[config.mk]
export PLATFORM = sky130hd
export DESIGN_NAME = serial_command_ramped_motor_drive_flat
export DESIGN_NICKNAME = d
export VERILOG_FILES = /design/src/hw/rtl/scrmd_pkg.sv /design/src/hw/rtl/scrmd_in_if.sv /design/src/hw/rtl/scrmd_out_if.sv /design/src/hw/rtl/serial_command_ramped_motor_drive.sv /design/src/flat_wrapper.sv
export VERILOG_INCLUDE_DIRS = /design/src /design/src/hw/rtl
export SDC_FILE = /design/constraint.sdc
export NUM_CORES = 1
export LEC_CHECK = 0
export ABC_AREA = 1
export CAP_MARGIN = 5
export CORE_MARGIN = 8
export CORE_UTILIZATION = 27
export CTS_CLUSTER_SIZE = 12
export DETAILED_ROUTE_END_ITERATION = 7
export DONT_BUFFER_PORTS = 1
export HOLD_SLACK_MARGIN = 0.03
export SKIP_CTS_REPAIR_TIMING = 1
export SYNTH_ARGS = -nofsm -noshare
export SYNTH_HDL_FRONTEND = slang
export SYNTH_SLANG_ARGS = --single-unit
[constraint.sdc]
create_clock -name clk_i -period 4 [get_ports clk_i]
set_input_delay 0.4 -clock clk_i [delete_from_list [all_inputs] [get_ports clk_i]]
set_output_delay 0.4 -clock clk_i [all_outputs]
set_load 0.02 [all_outputs]
[src/hw/rtl/assert_macros.svh]
// Assertion helpers used by the RTL drive module.
`ifndef ASSERT_MACROS_SVH
`define ASSERT_MACROS_SVH

// A condition that must hold at every clock edge outside reset.
`define ASSERT_ALWAYS(label, clk, rst_n, cond) \
  label: assert property (@(posedge clk) disable iff (!(rst_n)) (cond)) \
    else $error("assertion failed");

// An antecedent that implies a consequent in the same cycle.
`define ASSERT_IMPLIES(label, clk, rst_n, ante, cons) \
  label: assert property (@(posedge clk) disable iff (!(rst_n)) (ante) |-> (cons)) \
    else $error("assertion failed");

`endif

[src/hw/rtl/scrmd_pkg.sv]
`timescale 1ns / 1ps

package scrmd_pkg;

  // Configuration port geometry.
  localparam int CFG_IDX_W  = 2;
  localparam int CFG_DATA_W = 16;

  // Register indexes on the configuration port.
  typedef enum logic [CFG_IDX_W-1:0] {
    CFG_SLEW_INC      = 2'd0,
    CFG_RAMP_PERIOD   = 2'd1,
    CFG_IDLE_TIMEOUT  = 2'd2,
    CFG_DEFAULT_SPEED = 2'd3
  } cfg_idx_e;

  // Register values after reset.
  localparam logic [7:0]  RST_SLEW_INC      = 8'd8;
  localparam logic [9:0]  RST_RAMP_PERIOD   = 10'd30;
  localparam logic [15:0] RST_IDLE_TIMEOUT  = 16'd1400;
  localparam logic [7:0]  RST_DEFAULT_SPEED = 8'd150;

  // Character codes of the command line.
  localparam logic [7:0] CHAR_NL    = 8'd10;
  localparam logic [7:0] CHAR_SPACE = 8'd32;
  localparam logic [7:0] CHAR_PLUS  = 8'h2B;
  localparam logic [7:0] CHAR_MINUS = 8'h2D;
  localparam logic [7:0] CHAR_ZERO  = 8'h30;
  localparam logic [7:0] CHAR_NINE  = 8'h39;
  localparam logic [7:0] CHAR_F     = 8'h46;
  localparam logic [7:0] CHAR_B     = 8'h42;
  localparam logic [7:0] CHAR_L     = 8'h4C;
  localparam logic [7:0] CHAR_R     = 8'h52;

  // Idle counter saturation value.
  localparam logic [15:0] IDLE_MAX = 16'hFFFF;

endpackage

[src/hw/rtl/scrmd_in_if.sv]
`timescale 1ns / 1ps

// Input channel: a serial byte or a millisecond tick.
interface scrmd_in_if;
  logic       valid;
  logic       ready;
  logic       op;
  logic [7:0] rx_byte;

  modport source (output valid, output op, output rx_byte, input ready);
  modport sink   (input valid, input op, input rx_byte, output ready);
endinterface

[src/hw/rtl/scrmd_out_if.sv]
`timescale 1ns / 1ps

// Output channel: bridge drive state after each input transaction.
interface scrmd_out_if;
  logic       valid;
  logic       ready;
  logic [7:0] left_duty;
  logic       left_forward;
  logic       left_reverse;
  logic [7:0] right_duty;
  logic       right_forward;
  logic       right_reverse;
  logic       ramping;

  modport source (
    output valid, output left_duty, output left_forward, output left_reverse,
    output right_duty, output right_forward, output right_reverse,
    output ramping, input ready
  );
  modport sink (
    input valid, input left_duty, input left_forward, input left_reverse,
    input right_duty, input right_forward, input right_reverse,
    input ramping, output ready
  );
endinterface

[src/hw/rtl/serial_command_ramped_motor_drive.sv]
`timescale 1ns / 1ps
// Serial-commanded dual H-bridge drive with a slew-rate limited ramp. Each input
// transaction is a received byte (op 0) or a millisecond tick (op 1) and yields exactly
// one output transaction with the duty and direction lines of both sides and the ramping
// flag, all taken after that input. Lines such as "F120", "B-40", "L" or "S" end with a
// newline; the value saturates at PWM_MAX and a lone letter uses default_speed. The block
// takes one transaction per clock: the line parser, ramp divider, speed step and idle
// timer all update in a single pass from the state registers into the output register,
// so input ready is low only while that output register holds a transaction that the
// sink has not taken. Configuration writes take effect at the next clock edge and are
// meant to be issued while no transaction is in flight.

`include "assert_macros.svh"

module serial_command_ramped_motor_drive #(
  parameter int MAX_LINE = 10,
  parameter int PWM_MAX  = 255
) (
  input  logic                             clk_i,
  input  logic                             rst_ni,
  input  logic                             cfg_we_i,
  input  logic [scrmd_pkg::CFG_IDX_W-1:0]  cfg_idx_i,
  input  logic [scrmd_pkg::CFG_DATA_W-1:0] cfg_data_i,
  scrmd_in_if.sink                         in_i,
  scrmd_out_if.source                      out_o
);
  import scrmd_pkg::*;

  localparam int LenW = $clog2(MAX_LINE + 1);
  localparam logic [LenW-1:0]  MaxLen  = LenW'(MAX_LINE);
  localparam logic [LenW-1:0]  LenOne  = LenW'(1);
  localparam logic [7:0]       PwmMax  = 8'(PWM_MAX);
  localparam logic signed [8:0] PwmMaxS = 9'(PWM_MAX);

  typedef enum logic [1:0] {
    PH_LEAD   = 2'd0,
    PH_SIGN   = 2'd1,
    PH_DIGITS = 2'd2,
    PH_DONE   = 2'd3
  } parse_phase_e;

  // Configuration registers.
  logic [7:0]  slew_inc_q;
  logic [9:0]  ramp_period_q;
  logic [15:0] idle_timeout_q;
  logic [7:0]  default_speed_q;

  // Line parser state.
  logic [7:0]      letter_q, letter_d;
  logic [LenW-1:0] len_q, len_d;
  logic [7:0]      mag_q, mag_d;
  logic            neg_q, neg_d;
  parse_phase_e    phase_q, phase_d;

  // Drive state.
  logic signed [8:0] tl_q, tl_d, tr_q, tr_d;
  logic signed [8:0] sl_q, sl_d, sr_q, sr_d;
  logic [9:0]        div_q, div_d;
  logic [15:0]       idle_q, idle_d;

  // Output register.
  logic       out_valid_q;
  logic [7:0] l_duty_q, r_duty_q;
  logic       l_fwd_q, l_rev_q, r_fwd_q, r_rev_q, ramping_q;

  logic accept;

  // Temporaries of the single update pass.
  logic [7:0]        c;
  logic              is_digit;
  logic [11:0]       mag_acc;
  logic [7:0]        val_mag;
  logic              val_neg;
  logic signed [8:0] v_pos, v_neg, v_fwd, v_rev;
  logic              ramp_pre, ramp_post;
  logic [10:0]       div_inc;
  logic [15:0]       idle_inc;

  // Moves a speed toward its target by the ramp step without overshoot.
  function automatic logic signed [8:0] move_toward(input logic signed [8:0] cur,
                                                    input logic signed [8:0] tgt,
                                                    input logic [7:0] step);
    logic signed [10:0] cur_w, tgt_w, up, dn;
    logic signed [8:0]  res;
    cur_w = 11'(cur);
    tgt_w = 11'(tgt);
    up    = cur_w + $signed({3'b000, step});
    dn    = cur_w - $signed({3'b000, step});
    if (cur < tgt) begin
      res = (up > tgt_w) ? tgt : up[8:0];
    end else if (cur > tgt) begin
      res = (dn < tgt_w) ? tgt : dn[8:0];
    end else begin
      res = cur;
    end
    return res;
  endfunction

  // Handshake: the output register frees itself when the sink takes it.
  assign in_i.ready = !out_valid_q || out_o.ready;
  assign accept     = in_i.valid && in_i.ready;

  // Value carried by a finished command line.
  always_comb begin
    if (len_q == LenOne) begin
      val_mag = (default_speed_q > PwmMax) ? PwmMax : default_speed_q;
      val_neg = 1'b0;
    end else begin
      val_mag = mag_q;
      val_neg = neg_q;
    end
    v_pos = $signed({1'b0, val_mag});
    v_neg = -v_pos;
    v_fwd = val_neg ? v_neg : v_pos;
    v_rev = val_neg ? v_pos : v_neg;
  end

  // One update pass for the accepted transaction.
  always_comb begin
    letter_d  = letter_q;
    len_d     = len_q;
    mag_d     = mag_q;
    neg_d     = neg_q;
    phase_d   = phase_q;
    tl_d      = tl_q;
    tr_d      = tr_q;
    sl_d      = sl_q;
    sr_d      = sr_q;
    div_d     = div_q;
    idle_d    = idle_q;
    c         = in_i.rx_byte;
    is_digit  = (c >= CHAR_ZERO) && (c <= CHAR_NINE);
    mag_acc   = {4'b0000, mag_q} * 12'd10 + {8'h00, c[3:0]};
    ramp_pre  = (sl_q != tl_q) || (sr_q != tr_q);
    div_inc   = {1'b0, div_q} + 11'd1;
    ramp_post = ramp_pre;
    idle_inc  = idle_q;

    if (accept) begin
      if (!in_i.op) begin
        if (c == CHAR_NL) begin
          // End of line: set targets, then start a fresh line.
          if (len_q != '0) begin
            case (letter_q)
              CHAR_F: begin tl_d = v_fwd; tr_d = v_fwd; end
              CHAR_B: begin tl_d = v_rev; tr_d = v_rev; end
              CHAR_L: begin tl_d = v_rev; tr_d = v_fwd; end
              CHAR_R: begin tl_d = v_fwd; tr_d = v_rev; end
              default: begin tl_d = '0; tr_d = '0; end
            endcase
          end
          letter_d = '0;
          len_d    = '0;
          mag_d    = '0;
          neg_d    = 1'b0;
          phase_d  = PH_LEAD;
          idle_d   = '0;
        end else if (c >= CHAR_SPACE) begin
          if (len_q >= MaxLen) begin
            // Overlong line is discarded.
            letter_d = '0;
            len_d    = '0;
            mag_d    = '0;
            neg_d    = 1'b0;
            phase_d  = PH_LEAD;
          end else begin
            if (len_q == '0) begin
              letter_d = c;
            end else if (is_digit && phase_q != PH_DONE) begin
              mag_d   = (mag_acc > {4'h0, PwmMax}) ? PwmMax : mag_acc[7:0];
              phase_d = PH_DIGITS;
            end else if (phase_q == PH_LEAD) begin
              if (c == CHAR_SPACE) begin
                phase_d = PH_LEAD;
              end else if (c == CHAR_PLUS) begin
                phase_d = PH_SIGN;
              end else if (c == CHAR_MINUS) begin
                neg_d   = 1'b1;
                phase_d = PH_SIGN;
              end else begin
                phase_d = PH_DONE;
              end
            end else begin
              phase_d = PH_DONE;
            end
            len_d = len_q + LenOne;
          end
        end
      end else begin
        // Millisecond tick: ramp divider and speed step.
        if (ramp_pre) begin
          if (div_inc >= {1'b0, ramp_period_q}) begin
            div_d = '0;
            sl_d  = move_toward(sl_q, tl_q, slew_inc_q);
            sr_d  = move_toward(sr_q, tr_q, slew_inc_q);
          end else begin
            div_d = div_inc[9:0];
          end
        end else begin
          div_d = '0;
        end
        // Idle timer runs only once the speeds have settled.
        ramp_post = (sl_d != tl_q) || (sr_d != tr_q);
        if (ramp_post) begin
          idle_d = '0;
        end else begin
          idle_inc = (idle_q != IDLE_MAX) ? idle_q + 16'd1 : idle_q;
          if (idle_inc > idle_timeout_q) begin
            tl_d   = '0;
            tr_d   = '0;
            idle_d = '0;
          end else begin
            idle_d = idle_inc;
          end
        end
      end
    end
  end

  // Control and state registers.
  always_ff @(posedge clk_i or negedge rst_ni) begin
    if (!rst_ni) begin
      slew_inc_q      <= RST_SLEW_INC;
      ramp_period_q   <= RST_RAMP_PERIOD;
      idle_timeout_q  <= RST_IDLE_TIMEOUT;
      default_speed_q <= RST_DEFAULT_SPEED;
      letter_q        <= '0;
      len_q           <= '0;
      mag_q           <= '0;
      neg_q           <= 1'b0;
      phase_q         <= PH_LEAD;
      tl_q            <= '0;
      tr_q            <= '0;
      sl_q            <= '0;
      sr_q            <= '0;
      div_q           <= '0;
      idle_q          <= '0;
      out_valid_q     <= 1'b0;
    end else begin
      if (cfg_we_i) begin
        case (cfg_idx_i)
          CFG_SLEW_INC:      slew_inc_q      <= cfg_data_i[7:0];
          CFG_RAMP_PERIOD:   ramp_period_q   <= cfg_data_i[9:0];
          CFG_IDLE_TIMEOUT:  idle_timeout_q  <= cfg_data_i[15:0];
          CFG_DEFAULT_SPEED: default_speed_q <= cfg_data_i[7:0];
          default: ;
        endcase
      end
      letter_q <= letter_d;
      len_q    <= len_d;
      mag_q    <= mag_d;
      neg_q    <= neg_d;
      phase_q  <= phase_d;
      tl_q     <= tl_d;
      tr_q     <= tr_d;
      sl_q     <= sl_d;
      sr_q     <= sr_d;
      div_q    <= div_d;
      idle_q   <= idle_d;
      if (accept) begin
        out_valid_q <= 1'b1;
      end else if (out_o.ready) begin
        out_valid_q <= 1'b0;
      end
    end
  end

  // Output payload reflects the state after the accepted transaction.
  always_ff @(posedge clk_i) begin
    if (accept) begin
      l_duty_q  <= sl_d[8] ? 8'(-sl_d) : sl_d[7:0];
      l_fwd_q   <= (sl_d > 9'sd0);
      l_rev_q   <= sl_d[8];
      r_duty_q  <= sr_d[8] ? 8'(-sr_d) : sr_d[7:0];
      r_fwd_q   <= (sr_d > 9'sd0);
      r_rev_q   <= sr_d[8];
      ramping_q <= (sl_d != tl_d) || (sr_d != tr_d);
    end
  end

  assign out_o.valid         = out_valid_q;
  assign out_o.left_duty     = l_duty_q;
  assign out_o.left_forward  = l_fwd_q;
  assign out_o.left_reverse  = l_rev_q;
  assign out_o.right_duty    = r_duty_q;
  assign out_o.right_forward = r_fwd_q;
  assign out_o.right_reverse = r_rev_q;
  assign out_o.ramping       = ramping_q;

  // Speeds never leave the duty range.
  `ASSERT_ALWAYS(a_speed_range, clk_i, rst_ni,
    (sl_q <= PwmMaxS) && (sl_q >= -PwmMaxS) && (sr_q <= PwmMaxS) && (sr_q >= -PwmMaxS))
  // A pending ramping flag matches the live speed and target state.
  `ASSERT_IMPLIES(a_ramp_flag, clk_i, rst_ni, out_valid_q,
    ramping_q == ((sl_q != tl_q) || (sr_q != tr_q)))
  // The idle timer only counts once both sides have settled.
  `ASSERT_IMPLIES(a_idle_settled, clk_i, rst_ni, idle_q != '0,
    (sl_q == tl_q) && (sr_q == tr_q))
  // The line buffer never grows past its limit.
  `ASSERT_ALWAYS(a_line_len, clk_i, rst_ni, len_q <= MaxLen)

endmodule
[src/flat_wrapper.sv]
// flat-port wrapper written by rule: the top's interface ports become plain ports
module serial_command_ramped_motor_drive_flat import scrmd_pkg::*;
#(
  parameter int MAX_LINE = 10,
  parameter int PWM_MAX  = 255
)
  (clk_i, rst_ni, cfg_we_i, cfg_idx_i, cfg_data_i, in_i_valid, in_i_op, in_i_rx_byte, in_i_ready, out_o_valid, out_o_left_duty, out_o_left_forward, out_o_left_reverse, out_o_right_duty, out_o_right_forward, out_o_right_reverse, out_o_ramping, out_o_ready);
  scrmd_in_if in_i_i ();
  scrmd_out_if out_o_i ();
  input  logic clk_i;
  input  logic rst_ni;
  input  logic cfg_we_i;
  input  logic [scrmd_pkg::CFG_IDX_W-1:0] cfg_idx_i;
  input  logic [scrmd_pkg::CFG_DATA_W-1:0] cfg_data_i;
  input wire logic [$bits(in_i_i.valid)-1:0] in_i_valid;
  input wire logic [$bits(in_i_i.op)-1:0] in_i_op;
  input wire logic [$bits(in_i_i.rx_byte)-1:0] in_i_rx_byte;
  output wire logic [$bits(in_i_i.ready)-1:0] in_i_ready;
  output wire logic [$bits(out_o_i.valid)-1:0] out_o_valid;
  output wire logic [$bits(out_o_i.left_duty)-1:0] out_o_left_duty;
  output wire logic [$bits(out_o_i.left_forward)-1:0] out_o_left_forward;
  output wire logic [$bits(out_o_i.left_reverse)-1:0] out_o_left_reverse;
  output wire logic [$bits(out_o_i.right_duty)-1:0] out_o_right_duty;
  output wire logic [$bits(out_o_i.right_forward)-1:0] out_o_right_forward;
  output wire logic [$bits(out_o_i.right_reverse)-1:0] out_o_right_reverse;
  output wire logic [$bits(out_o_i.ramping)-1:0] out_o_ramping;
  input wire logic [$bits(out_o_i.ready)-1:0] out_o_ready;
  assign in_i_i.valid = in_i_valid;
  assign in_i_i.op = in_i_op;
  assign in_i_i.rx_byte = in_i_rx_byte;
  assign in_i_ready = in_i_i.ready;
  assign out_o_valid = out_o_i.valid;
  assign out_o_left_duty = out_o_i.left_duty;
  assign out_o_left_forward = out_o_i.left_forward;
  assign out_o_left_reverse = out_o_i.left_reverse;
  assign out_o_right_duty = out_o_i.right_duty;
  assign out_o_right_forward = out_o_i.right_forward;
  assign out_o_right_reverse = out_o_i.right_reverse;
  assign out_o_ramping = out_o_i.ramping;
  assign out_o_i.ready = out_o_ready;
  serial_command_ramped_motor_drive #(.MAX_LINE(MAX_LINE), .PWM_MAX(PWM_MAX)) u_core (.clk_i(clk_i), .rst_ni(rst_ni), .cfg_we_i(cfg_we_i), .cfg_idx_i(cfg_idx_i), .cfg_data_i(cfg_data_i), .in_i(in_i_i), .out_o(out_o_i));
endmodule
==> results of run 1 <==
## cell usage after synthesis, types with 7 or more instances
master / instances
a21oi_1: 68
a31oi_1: 8
a32oi_1: 10
clkbuf_1: 21
dfrtp_1: 113
dfstp_2: 15
edfxtp_1: 21
ha_1: 138
inv_1: 336
inv_2: 9
nand2_1: 615
nand2_2: 12
nand3_1: 150
nand4_1: 29
nor2_1: 110
nor2_2: 7
nor3_1: 16
nor4_1: 8
o21ai_0: 119
o22ai_1: 31
xor2_1: 55
## registers in the layout, indices dropped and copies added, names as in the netlist
signal	count
u_core.neg_q	1
u_core.slew_inc_q	8
u_core.default_speed_q	8
u_core.out_o.left_reverse	1
u_core.out_o.valid	1
u_core.idle_timeout_q	16
u_core.tl_q	9
u_core.out_o.right_reverse	1
u_core.mag_q	8
u_core.len_q	4
u_core.out_o.right_duty	8
u_core.letter_q	8
u_core.div_q	10
u_core.ramp_period_q	10
u_core.out_o.left_forward	1
u_core.idle_q	16
u_core.out_o.left_duty	8
u_core.tr_q	9
u_core.out_o.right_forward	1
u_core.out_o.ramping	1
u_core.sl_q	9
u_core.phase_q	2
u_core.sr_q	9
## placed cells by master, fill, tap and decap left out, drive strengths merged, types with 2 or more instances in the layout
cell type | Yosys | final
a211oi | 3 | 3
a21boi | 3 | 3
a21o | 2 | 2
a21oi | 68 | 68
a31oi | 8 | 8
a32oi | 10 | 10
buf | 8 | 328
clkbuf | 22 | 25
clkinv | 2 | 5
clkinvlp | 0 | 2
dfrtp | 113 | 113
dfstp | 15 | 15
edfxtp | 21 | 21
fa | 6 | 6
ha | 138 | 138
inv | 346 | 349
nand2 | 632 | 633
nand3 | 155 | 156
nand4 | 31 | 31
nor2 | 120 | 120
nor3 | 17 | 17
nor4 | 8 | 8
o211ai | 4 | 4
o21a | 2 | 2
o21ai | 121 | 121
o21bai | 5 | 5
o221ai | 3 | 3
o22ai | 31 | 31
o311ai | 2 | 2
o31ai | 3 | 3
or2 | 5 | 5
xnor2 | 6 | 6
xor2 | 55 | 55
## critical path: cells and delay by family (launching register included)
family	cells	cell delay (ns)
AND/OR/NAND/NOR	25	2.68
adder cells (fa/ha/maj)	2	0.62
flip-flops	1	0.56
buffers and inverters	3	0.39
AO/OA/AOI/OAI	2	0.32
XOR/XNOR	1	0.19
## cell type report
class	instances	area, um2
Timing Repair Buffer	331	2690
Tap cell	664	831
Clock buffer	23	489
Sequential cell	149	3860
Inverter	348	1320
Clock inverter	9	92.6
Multi-Input combinational cell	1449	8930
Fill cell	5097	30700
## path summary, 6_finish.rpt
check                                     startpoint  slack, ns                        end  cells past startpoint
setup / recovery                u_core.slew_inc_q[3]      -0.99       u_core.out_o.ramping                     33
hold / removal                        cfg_data_i[10]       0.09  u_core.idle_timeout_q[10]                      2
setup reg to reg                u_core.slew_inc_q[3]      -0.99       u_core.out_o.ramping                     33
hold reg to reg            u_core.default_speed_q[6]       0.48  u_core.default_speed_q[6]                      2
max in group asynchronous                     rst_ni       2.83             u_core.sr_q[1]                      2
min in group asynchronous                     rst_ni       0.57          u_core.idle_q[10]                      2
## per-layer routing
layer | vias up | global-route usage, %
met1 | 6548 | 20.0
met4 | 0 | 5.30
met3 | 79 | 2.65
met5 | - | 0
li1 | 7021 | -
met2 | 343 | 25.2
## power by group through the flow
| stage | clock network, mW | logic (mW) | registers (mW) |
|---|---|---|---|
| detailed placement | 0 | 9.91 | 2.48 |
| global placement | 0 | 9.75 | 2.47 |
| global route | 1.70 | 12.8 | 2.51 |
| CTS | 1.64 | 9.97 | 2.46 |
| floorplan | 0 | 6.03 | 2.40 |
| finish | 1.61 | 11.5 | 2.46 |
## cell families after synthesis
kind of cell	Yosys count	share of synthesized area, %
and+or+nand+nor	972	31.1
buffers and inverters	378	10.9
AOI/OAI and AO/OA	269	11.4
DFF	149	28.8
adders and majority gates	144	13.8
xor gates and xnor gates	61	3.99
muxes	1	0.0748
==> summary.txt, run 1 <==
Layout
  • Fin area: between 15000 and 20000 um2
  • Antenna diode count: 0
  • Layout area overhead: 36.1%
  • Share of post-route cells with drive strength above 1: approximately 27%
  • Final #Nets: 2472
  • Layout Cells excl Fill: just under 3000
  • Finished Core Util: between 30% and 40%

Setup path
  • Maximum fanout along the worst path: 5
  • Crit path DAT: about 5.2 ns
  • Startpoint Class: register
  • Setup CP Type: reg2reg
  • Crit end category: register
  • Crit path top cell by count: nand2_1
  • Critical Path RT: between 4 and 5 ns
  • Slowest CP cell: dfstp_2
  • Max incr delay on CP: 0.56 ns

Min path
  • Hold Path Class: in2reg

Route
  • Metal1 wirelength: 20.5 mm
  • Top sig layer: met4
  • DR pass1 iterations: 5
  • Met3 wire len: 2.41 mm
  • 1st-iter DRT viols: roughly 910
  • Vias per std cell: approximately 4.7
  • Final wirelength: approximately 46 mm
  • Antenna-violating nets left: 0
  • DR vias: approximately 14000
  • Detailed-route DRC error count: 0
  • Met2 WL post-DR: between 20 and 25 mm
  • Routed WL per cell: approximately 15 um

Synthesis
  • Post-Syn Nets: between 2000 and 2500
  • Post-synth EDFFs: 21
  • Cell taking the most area after synthesis: dfrtp_1
  • Syn. warnings: 0
  • Ranking of synthesized cells by area: dfrtp_1 21%, nand2_1 17%, ha_1 13%
  • Fraction of registers with async set/reset: a little under nine tenths
  • Synthesized area: 13400 um2
  • Top FF cell, synth: dfrtp_1
  • Yosys cell types: 59
  • Yosys reg bits: between 100 and 150
  • Gate Count Post-Synth: 1974
  • Sequential share of the synthesized area: 28.8%
  • Synthesized area per cell: just under 7 um2
  • Area share of the largest cell type after synthesis: between 20% and 30%

Timing
  • Final worst setup slack: -0.992 ns
  • WHS: slightly below 0.09 ns
  • Highest clock rate: ~200 MHz
  • Worst-margin pin slew: slightly above 0.9 ns
  • Final hold vios: 0
  • Clock Skews: between 0.008 and 0.009 ns
  • RSZ-0062 raised after global routing: true
  • Post-route minimum period: between 4 and 5 ns
  • Setup TNS: -30.29 ns
  • Fin. max-slew vios: 0
  • # setup viols final: 53
  • Max_slew headroom: about 40%
  • Period utilisation layout: 125%

CTS
  • Total CTS buffers: 17
  • Clock sinks: 149
  • Clock root buffer: clkbuf_16
  • Worst-path clk slew: ~0.07 ns
  • Clock latency on the worst-skew pair: between 0.4 and 0.5 ns
  • Deepest level of the CTS H-tree: 4
  • TritonCTS clock tree: yes
  • CTS Buffer Depth: 2

GRT
  • First-pass GRT wire length: between 70 and 80 mm
  • Number of global-route vias before repair: between 10000 and 15000
  • GRT Util Overall: ~15%
  • Largest net degree at the start of global routing: 129
  • Gr ovfl total: 0
  • Initial antenna violation count: 1

Outcome
  • Status: complete, but fails checks
  • Failing checks: setup timing

Floorplan
  • Area of the die: 56900 um2
  • # IOs: 55
  • Core area: 49000 um2
  • Starting density of the core: a little over a quarter
  • Die width: between 200 and 250 um
  • Rows: slightly above 80
  • Die height: between 200 and 250 um

Place
  • Post-Place Worst Slack: -1.21 ns
  • Final HPWL DP: ~36 mm
  • Placed inst area: between 15000 and 20000 um2
  • Routability cong.: 0.935
  • Placed insts: slightly below 3000
  • PortBufs: 0

Power
  • Leakage: 9.55 nW
  • Sequential share of power: 15.8%
  • Clock share of power: around 10%
  • Comb power frac: between 70% and 80%
  • Peak supply drop: ~0.00057 V
  • Sw Share: 49.5%
  • Total internal power: a little under 8 mW
  • P per Cell Area: about 860 nW/um2
  • Switching power: approximately 7.7 mW
  • Tot Pwr: around 16 mW

Job
  • MaxCap Viol Count: 0
(Power assumes the default switching activity.)
==> inputs of run 2 (changes only) <==
- ABC_AREA: 1 -> 0
- REMOVE_ABC_BUFFERS: not set -> 1
==> summary.txt, run 2 <==
Outcome
  • Status: complete, but fails checks
  • Failing checks: setup timing

Power
  • Clock share of power: 11.2% (+0.9 points)
  • Sw Share: 45.7% (-3.8 points)
  • Switching power: 6.87 mW (-11%)
  • Peak supply drop: 0.000352 V (-38%)
  • Comb power frac: 73.9% (about the same)
  • Sequential share of power: 15.0% (-0.8 points)
  • Total internal power: 8.16 mW (+3.6%)
  • P per Cell Area: 729 nW/um2 (-15%)
  • Tot Pwr: 15.0 mW (-3.6%)
  • Leakage: 9.30 nW (-2.6%)

Place
  • Placed insts: 2791 (-3.9%)
  • PortBufs: 0 (unchanged)
  • Post-Place Worst Slack: -2.07 ns (-0.865 ns)
  • Placed inst area: 18600 um2 (+14%)
  • Final HPWL DP: 49.4 mm (+39%)
  • Routability cong.: 0.998 (+6.7%)

Route
  • DR vias: 15600 (+12%)
  • Vias per std cell: 5.46 (+16%)
  • DR pass1 iterations: 5 (unchanged)
  • 1st-iter DRT viols: 1279 (+40%)
  • Antenna-violating nets left: 0 (unchanged)
  • Routed WL per cell: 21.8 um (+42%)
  • Detailed-route DRC error count: 0 (unchanged)
  • Final wirelength: 62.4 mm (+37%)

Setup path
  • Max incr delay on CP: 0.49 ns (-0.07 ns)
  • Critical Path RT: 4.35 ns (+0.16 ns)
  • Slowest CP cell: or4b_4
  • Setup CP Type: reg2reg
  • Startpoint Class: register
  • Crit end category: register
  • Maximum fanout along the worst path: 7 (+2)
  • Crit path DAT: 6.03 ns (+0.85 ns)

Synthesis
  • Post-synth EDFFs: 21 (unchanged)
  • Mux contribution to synthesized area: 5.21% (+5.1 points)
  • Top post-synthesis cells by count: 138 x ha_1, 117 x nand2_1, 117 x nor2_1, 113 x dfrtp_1, 111 x a21oi_1
  • Area share of the largest cell type after synthesis: 20.2% (-0.89 points)
  • Synthesized area per cell: 8.52 um2 (+26%)
  • Simple-Gate Fraction of Synth Area: 18.9% (-12 points)
  • Sequential share of the synthesized area: 27.6% (-1.2 points)
  • Synth Area in Adders: 13.2% (-0.58 points)
  • Yosys reg bits: 149 (unchanged)
  • Yosys cell types: 93 (+58%)
  • Cell taking the most area after synthesis: dfrtp_1
  • Compound-Gate Fraction of Synth Area: 26.4% (+15 points)
  • Top FF cell, synth: dfrtp_1
  • Gate Count Post-Synth: 1639 (-17%)
  • Xor/xnor share of the synthesized area: 4.01% (+0.021 points)
  • Largest family of logic cells by synthesized area: compound AO/OA/AOI/OAI gates
  • Most common cell in the netlist: ha_1
  • Syn. warnings: 0 (unchanged)
  • Fraction of registers with async set/reset: 85.9% (unchanged)
  • Ranking of synthesized cells by area: dfrtp_1 20%, ha_1 12%, edfxtp_1 4.5%
  • Synthesized area: 14000 um2 (+4.4%)

CTS
  • Clock root buffer: clkbuf_16
  • Total CTS buffers: 17 (unchanged)
  • Deepest level of the CTS H-tree: 4 (unchanged)
  • Clock latency on the worst-skew pair: 0.49 ns (+0.06 ns)
  • TritonCTS clock tree: yes
  • Clock sinks: 149 (unchanged)
  • CTS Buffer Depth: 2 (unchanged)
  • Worst-path clk slew: 0.09 ns (+0.02 ns)

Job
  • MaxCap Viol Count: 0 (unchanged)

Timing
  • Fin. max-slew vios: 0 (unchanged)
  • Highest clock rate: 176 MHz (-12%)
  • Post-route minimum period: 5.67 ns (+0.681 ns)
  • Worst-margin pin slew: 1.24 ns (+0.335 ns)
  • Final hold vios: 0 (unchanged)
  • Clock Skews: 0.0222 ns (+0.0134 ns)
  • Max_slew headroom: 16.5% (-23 points)
  • Final worst setup slack: -1.67 ns (-0.681 ns)
  • # setup viols final: 73 (+38%)
  • Setup TNS: -75.16 ns (-44.87 ns)
  • RSZ-0062 raised after global routing: true
  • Period utilisation layout: 142% (+17 points)

GRT
  • Initial antenna violation count: 4 (+3)
  • Gr ovfl total: 0 (unchanged)
  • GRT Util Overall: 20.1% (+4.8 points)
  • Largest net degree at the start of global routing: 129 (unchanged)
  • First-pass GRT wire length: 92.8 mm (+32%)
  • Number of global-route vias before repair: 15500 (+16%)

Layout
  • Layout area overhead: 47.6%
  • Top flop regs: u_core.idle_q x16, u_core.idle_timeout_q x16
  • Share of post-route cells with drive strength above 1: 37.9% (+11 points)
  • Layout Cells excl Fill: 2864 (-3.7%)
  • Fin area: 20600 um2 (+13%)
  • Most frequent cells in the layout: 535 x buf_4, 127 x ha_1, 111 x nand2_1, 111 x dfrtp_1, 108 x nor2_1
  • Most common library cell in the layout ignoring fill and taps: buf_4
  • Final #Nets: 2346 (-5.1%)

Floorplan
  • Die height: 243 um (+2.0%)
  • Starting density of the core: 27.3% (-0.056 points)
  • Area of the die: 59300 um2 (+4.1%)
  • Rows: 83 (+2.5%)
  • Core area: 51200 um2 (+4.6%)
  • # IOs: 55 (unchanged)
  • Die width: 243 um (+2.0%)

Min path
  • Hold Path Class: in2reg
run 2: final timing paths:
kind | startpoint | to | cells past startpoint | slack, ns
setup / recovery | u_core.sr_q[0] | u_core.out_o.ramping | 26 | -1.67
hold / removal | cfg_data_i[5] | u_core.slew_inc_q[5] | 2 | 0.05
setup reg to reg | u_core.sr_q[0] | u_core.out_o.ramping | 26 | -1.67
hold reg to reg | u_core.idle_timeout_q[2] | u_core.idle_timeout_q[2] | 1 | 0.51
max in group asynchronous | rst_ni | u_core.sl_q[3] | 2 | 2.76
min in group asynchronous | rst_ni | u_core.slew_inc_q[6] | 2 | 0.54
run 2: worst max-delay path, delay by kind of cell, from the launching register on:
kind / cells / cell delay (ns)
AO/OA/AOI/OAI: 7 / 1.74
XOR/XNOR: 1 / 0.18
adder cells (fa/ha/maj): 3 / 0.77
buffers and inverters: 6 / 0.74
flip-flops: 1 / 0.40
multiplexers: 1 / 0.32
AND/OR/NAND/NOR: 8 / 1.38
run 2: kinds of logic (layout without fill, tap and decap cells):
| family | count (synthesis) | in the layout |
|---|---|---|
| xor+xnor | 64 | 64 |
| buf+inv | 171 | 715 |
| mux | 67 | 67 |
| flops | 149 | 149 |
| fa+ha+maj | 144 | 144 |
| other cells | 0 | 1 |
| compound gates | 527 | 527 |
| simple gates | 517 | 517 |
run 2: power by group through the flow:
| stage | Sequential (mW) | Clock [mW] | Combinational (mW) |
|---|---|---|---|
| after CTS | 2.24 | 1.72 | 9.30 |
| after global placement | 2.25 | 0 | 9.17 |
| after floorplan | 2.23 | 0 | 4.47 |
| after detailed placement | 2.26 | 0 | 9.22 |
| after global routing | 2.29 | 1.78 | 11.9 |
| final | 2.25 | 1.68 | 11.1 |
run 2: cell type report:
type | count | area [um2]
Fill cell | 5063 | 30600
Multi-Input combinational cell | 1319 | 10400
Timing Repair Buffer | 571 | 4460
Sequential cell | 149 | 3850
Tap cell | 680 | 851
Clock buffer | 17 | 425
Inverter | 112 | 424
Clock inverter | 15 | 175
Antenna cell | 1 | 2.50
run 2: per-layer routing:
metal	vias up	part of all wire [%]	global-route usage (%)	routed length, um
li1	7315	-	-	-
met1	7684	43	25.3	26700
met2	518	48	33.9	29800
met3	122	5.8	3.65	3600
met4	2	3.6	7.78	2240
met5	-	0.018	0	11
run 2: stage by stage:
step                hold WS, ns  utilization (%)
finish                   0.0486             40.3
CTS                      -0.424             37.5
global route             0.0306             40.2
detailed placement        0.119             36.3
floorplan                 0.104                -
global placement          0.119             36.3
==> inputs of run 3 (changes only) <==
- CELL_PAD_IN_SITES_DETAIL_PLACEMENT: not set -> 2
- CELL_PAD_IN_SITES_GLOBAL_PLACEMENT: not set -> 2
- CORE_ASPECT_RATIO: not set -> 1.25
- PLACE_DENSITY_LB_ADDON: not set -> 0.1
==> summary.txt, run 3 (same netlist as run 2, synthesis figures left out) <==
Place
  • Routability cong.: 0.953 (-4.5%)
  • Final HPWL DP: 61.9 mm (+25%)
  • PortBufs: 0 (unchanged)

Setup path
  • Reg2reg setup slack: -1.78 ns (-0.10 ns)
  • Crit. Startpoint: u_core.sl_q[4]
  • Crit path depth: 24 (-7.7%)
  • Crit path cell chain: ha_1 -> buf_4 -> nor2b_2 -> a211oi_2 -> buf_4 -> a2111oi_2 -> nand3b_1 -> ha_4 -> a21o_1 -> a2111o_1 -> a221o_1 -> buf_4 -> a21oi_2 -> a21oi_1 -> o311ai_2 -> xnor2_2 -> nand4_1 -> nor4_4 -> buf_4 -> buf_6 -> nand4_1 -> a21boi_2 -> xnor2_1 -> nand4_1
  • Worst path buffer plus inverter count: 5 (-1)
  • Crit path DAT: 5.99 ns (-0.04 ns)
  • RR Endpoint: u_core.out_o.ramping
  • Maximum fanout along the worst path: 8 (+1)
  • Reg2reg start: u_core.sl_q[4]
  • CP top delay family: compound AO/OA/AOI/OAI gates
  • Crit end category: register
  • Slowest CP cell: dfrtp_1
  • Cell depth of the worst flop-to-flop path: 24 (-7.7%)
  • Setup CP Type: reg2reg
  • Worst Setup EP: u_core.out_o.ramping
  • Critical Path RT: 4.21 ns (-0.14 ns)
  • Max incr delay on CP: 0.42 ns (-0.07 ns)
  • Crit path top cell by count: buf_4
  • Startpoint Class: register

Floorplan
  • Die height: 270 um (+11%)
  • Die width: 219 um (-9.9%)
  • Rows: 93 (+12%)
  • Core area: 51300 um2 (+0.23%)
  • Area of the die: 59300 um2 (about the same)
  • # IOs: 55 (unchanged)
  • Starting density of the core: 27.2% (-0.063 points)

Timing
  • Max_slew headroom: 26.3% (+9.7 points)
  • Final worst setup slack: -1.78 ns (-0.105 ns)
  • Highest clock rate: 173 MHz (-1.8%)
  • Period utilisation layout: 144% (+2.6 points)
  • Clock Skews: 0.0117 ns (-0.0105 ns)
  • Fin. max-slew vios: 0 (unchanged)
  • # setup viols final: 73 (unchanged)
  • WHS: 0.0402 ns (-0.00843 ns)
  • Post-route minimum period: 5.78 ns (+0.105 ns)
  • Worst-margin pin slew: 1.11 ns (-0.138 ns)
  • RSZ-0062 raised after global routing: true
  • Final hold vios: 0 (unchanged)

Power
  • Peak supply drop: 0.000330 V (-6.3%)
  • P per Cell Area: 773 nW/um2 (+6.0%)
  • Leakage: 9.92 nW (+6.7%)
  • Tot Pwr: 16.9 mW (+13%)

Route
  • DR vias: 16100 (+3.1%)
  • 1st-iter DRT viols: 716 (-44%)
  • Top sig layer: met4
  • DR pass1 iterations: 5 (unchanged)
  • Detailed-route DRC error count: 0 (unchanged)
  • Vias per std cell: 5.48 (+0.38%)
  • Final wirelength: 78.0 mm (+25%)
  • Antenna-violating nets left: 0 (unchanged)
  • Met3 wire len: 2.17 mm (-40%)
  • Met2 WL post-DR: 41.9 mm (+41%)
  • Metal1 wirelength: 30.0 mm (+13%)
  • Routed WL per cell: 26.5 um (+22%)

Layout
  • # fillers: 5605 (+11%)
  • Storage cell area: 3850 um2 (unchanged)
  • Share of post-route cells with drive strength above 1: 42.4% (+4.5 points)
  • Most common library cell in the layout ignoring fill and taps: buf_4
  • Layout area overhead: 56.6%
  • Multi-input logic area: 10800 um2 (+3.3%)
  • Top flop regs: u_core.idle_q x16, u_core.idle_timeout_q x16
  • Most frequent cells in the layout: 590 x buf_4, 125 x ha_1, 111 x dfrtp_1
  • Final #Nets: 2440 (+4.0%)

CTS
  • Worst-path clk slew: 0.08 ns (about the same)
  • CTS Buffer Depth: 2 (unchanged)
  • Total CTS buffers: 17 (unchanged)
  • Clock root buffer: clkbuf_16
  • Clock sinks: 149 (unchanged)
  • Clock latency on the worst-skew pair: 0.47 ns (-0.02 ns)
  • TritonCTS clock tree: yes
  • Deepest level of the CTS H-tree: 4 (unchanged)

Min path
  • Hold Path Class: in2reg

Outcome
  • Status: complete, but fails checks
  • Failing checks: setup timing

GRT
  • Gr ovfl total: 0 (unchanged)
  • First-pass GRT wire length: 110 mm (+19%)
  • Initial antenna violation count: 3 (-1)
  • Number of global-route vias before repair: 17700 (+14%)
  • GRT Util Overall: 24.6% (+4.5 points)
  • Largest net degree at the start of global routing: 129 (unchanged)

Job
  • MaxCap Viol Count: 0 (unchanged)
## run 3: area by class of cell
class / count / area share (%)
repair buffers: 665 / 24.8
clock buffers: 21 / 2.15
multi-input cells: 1319 / 49.2
diodes: 1 / 0.0114
inverters: 112 / 1.97
clock inverters: 11 / 0.503
flip-flops and latches: 149 / 17.6
well taps: 665 / 3.80
## run 3: metrics by stage
| stage | instances | util (%) | cell area (um2) | TNS [ns] | setup WS (ns) |
|---|---|---|---|---|---|
| 5_1_grt | 2942 | 42.6 | 21900 | -101.04 | -2.06 |
| 6_report | 2943 | 42.6 | 21900 | -87.72 | -1.78 |
| 3_3_place_gp | 2830 | 37.1 | 19100 | -103.54 | -2.13 |
| 2_1_floorplan | 1580 | - | 13700 | -99.34 | -2.61 |
| 3_5_place_dp | 2830 | 37.1 | 19100 | -114.31 | -2.34 |
| 4_1_cts | 2862 | 38.3 | 19600 | -119.72 | -2.46 |
## run 3: power breakdown
part	total [mW]	internal, mW	switching [mW]
Combinational	13.0	6.33	6.67
Clock	1.69	0.872	0.813
Sequential	2.23	1.90	0.329
## run 3: worst min path at each step
stage / from / endpoint / slack (ns) / cells past startpoint
4_1_cts: rst_ni / u_core.div_q[2] / -0.40 / 0
2_1_floorplan: rst_ni / u_core.default_speed_q[0] / 0.10 / 0
3_5_place_dp: rst_ni / u_core.idle_q[12] / 0.11 / 0
5_1_grt: in_i_op / u_core.tl_q[4] / 0.03 / 1
6_report: in_i_op / u_core.tl_q[4] / 0.04 / 1
3_3_place_gp: rst_ni / u_core.idle_q[11] / 0.11 / 0
## run 3: routing by layer
layer / global-route usage [%] / up-vias
met4: 11.5 / 0
met3: 2.83 / 156
li1: - / 7438
met1: 26.7 / 8229
met5: 0 / -
met2: 46.5 / 310
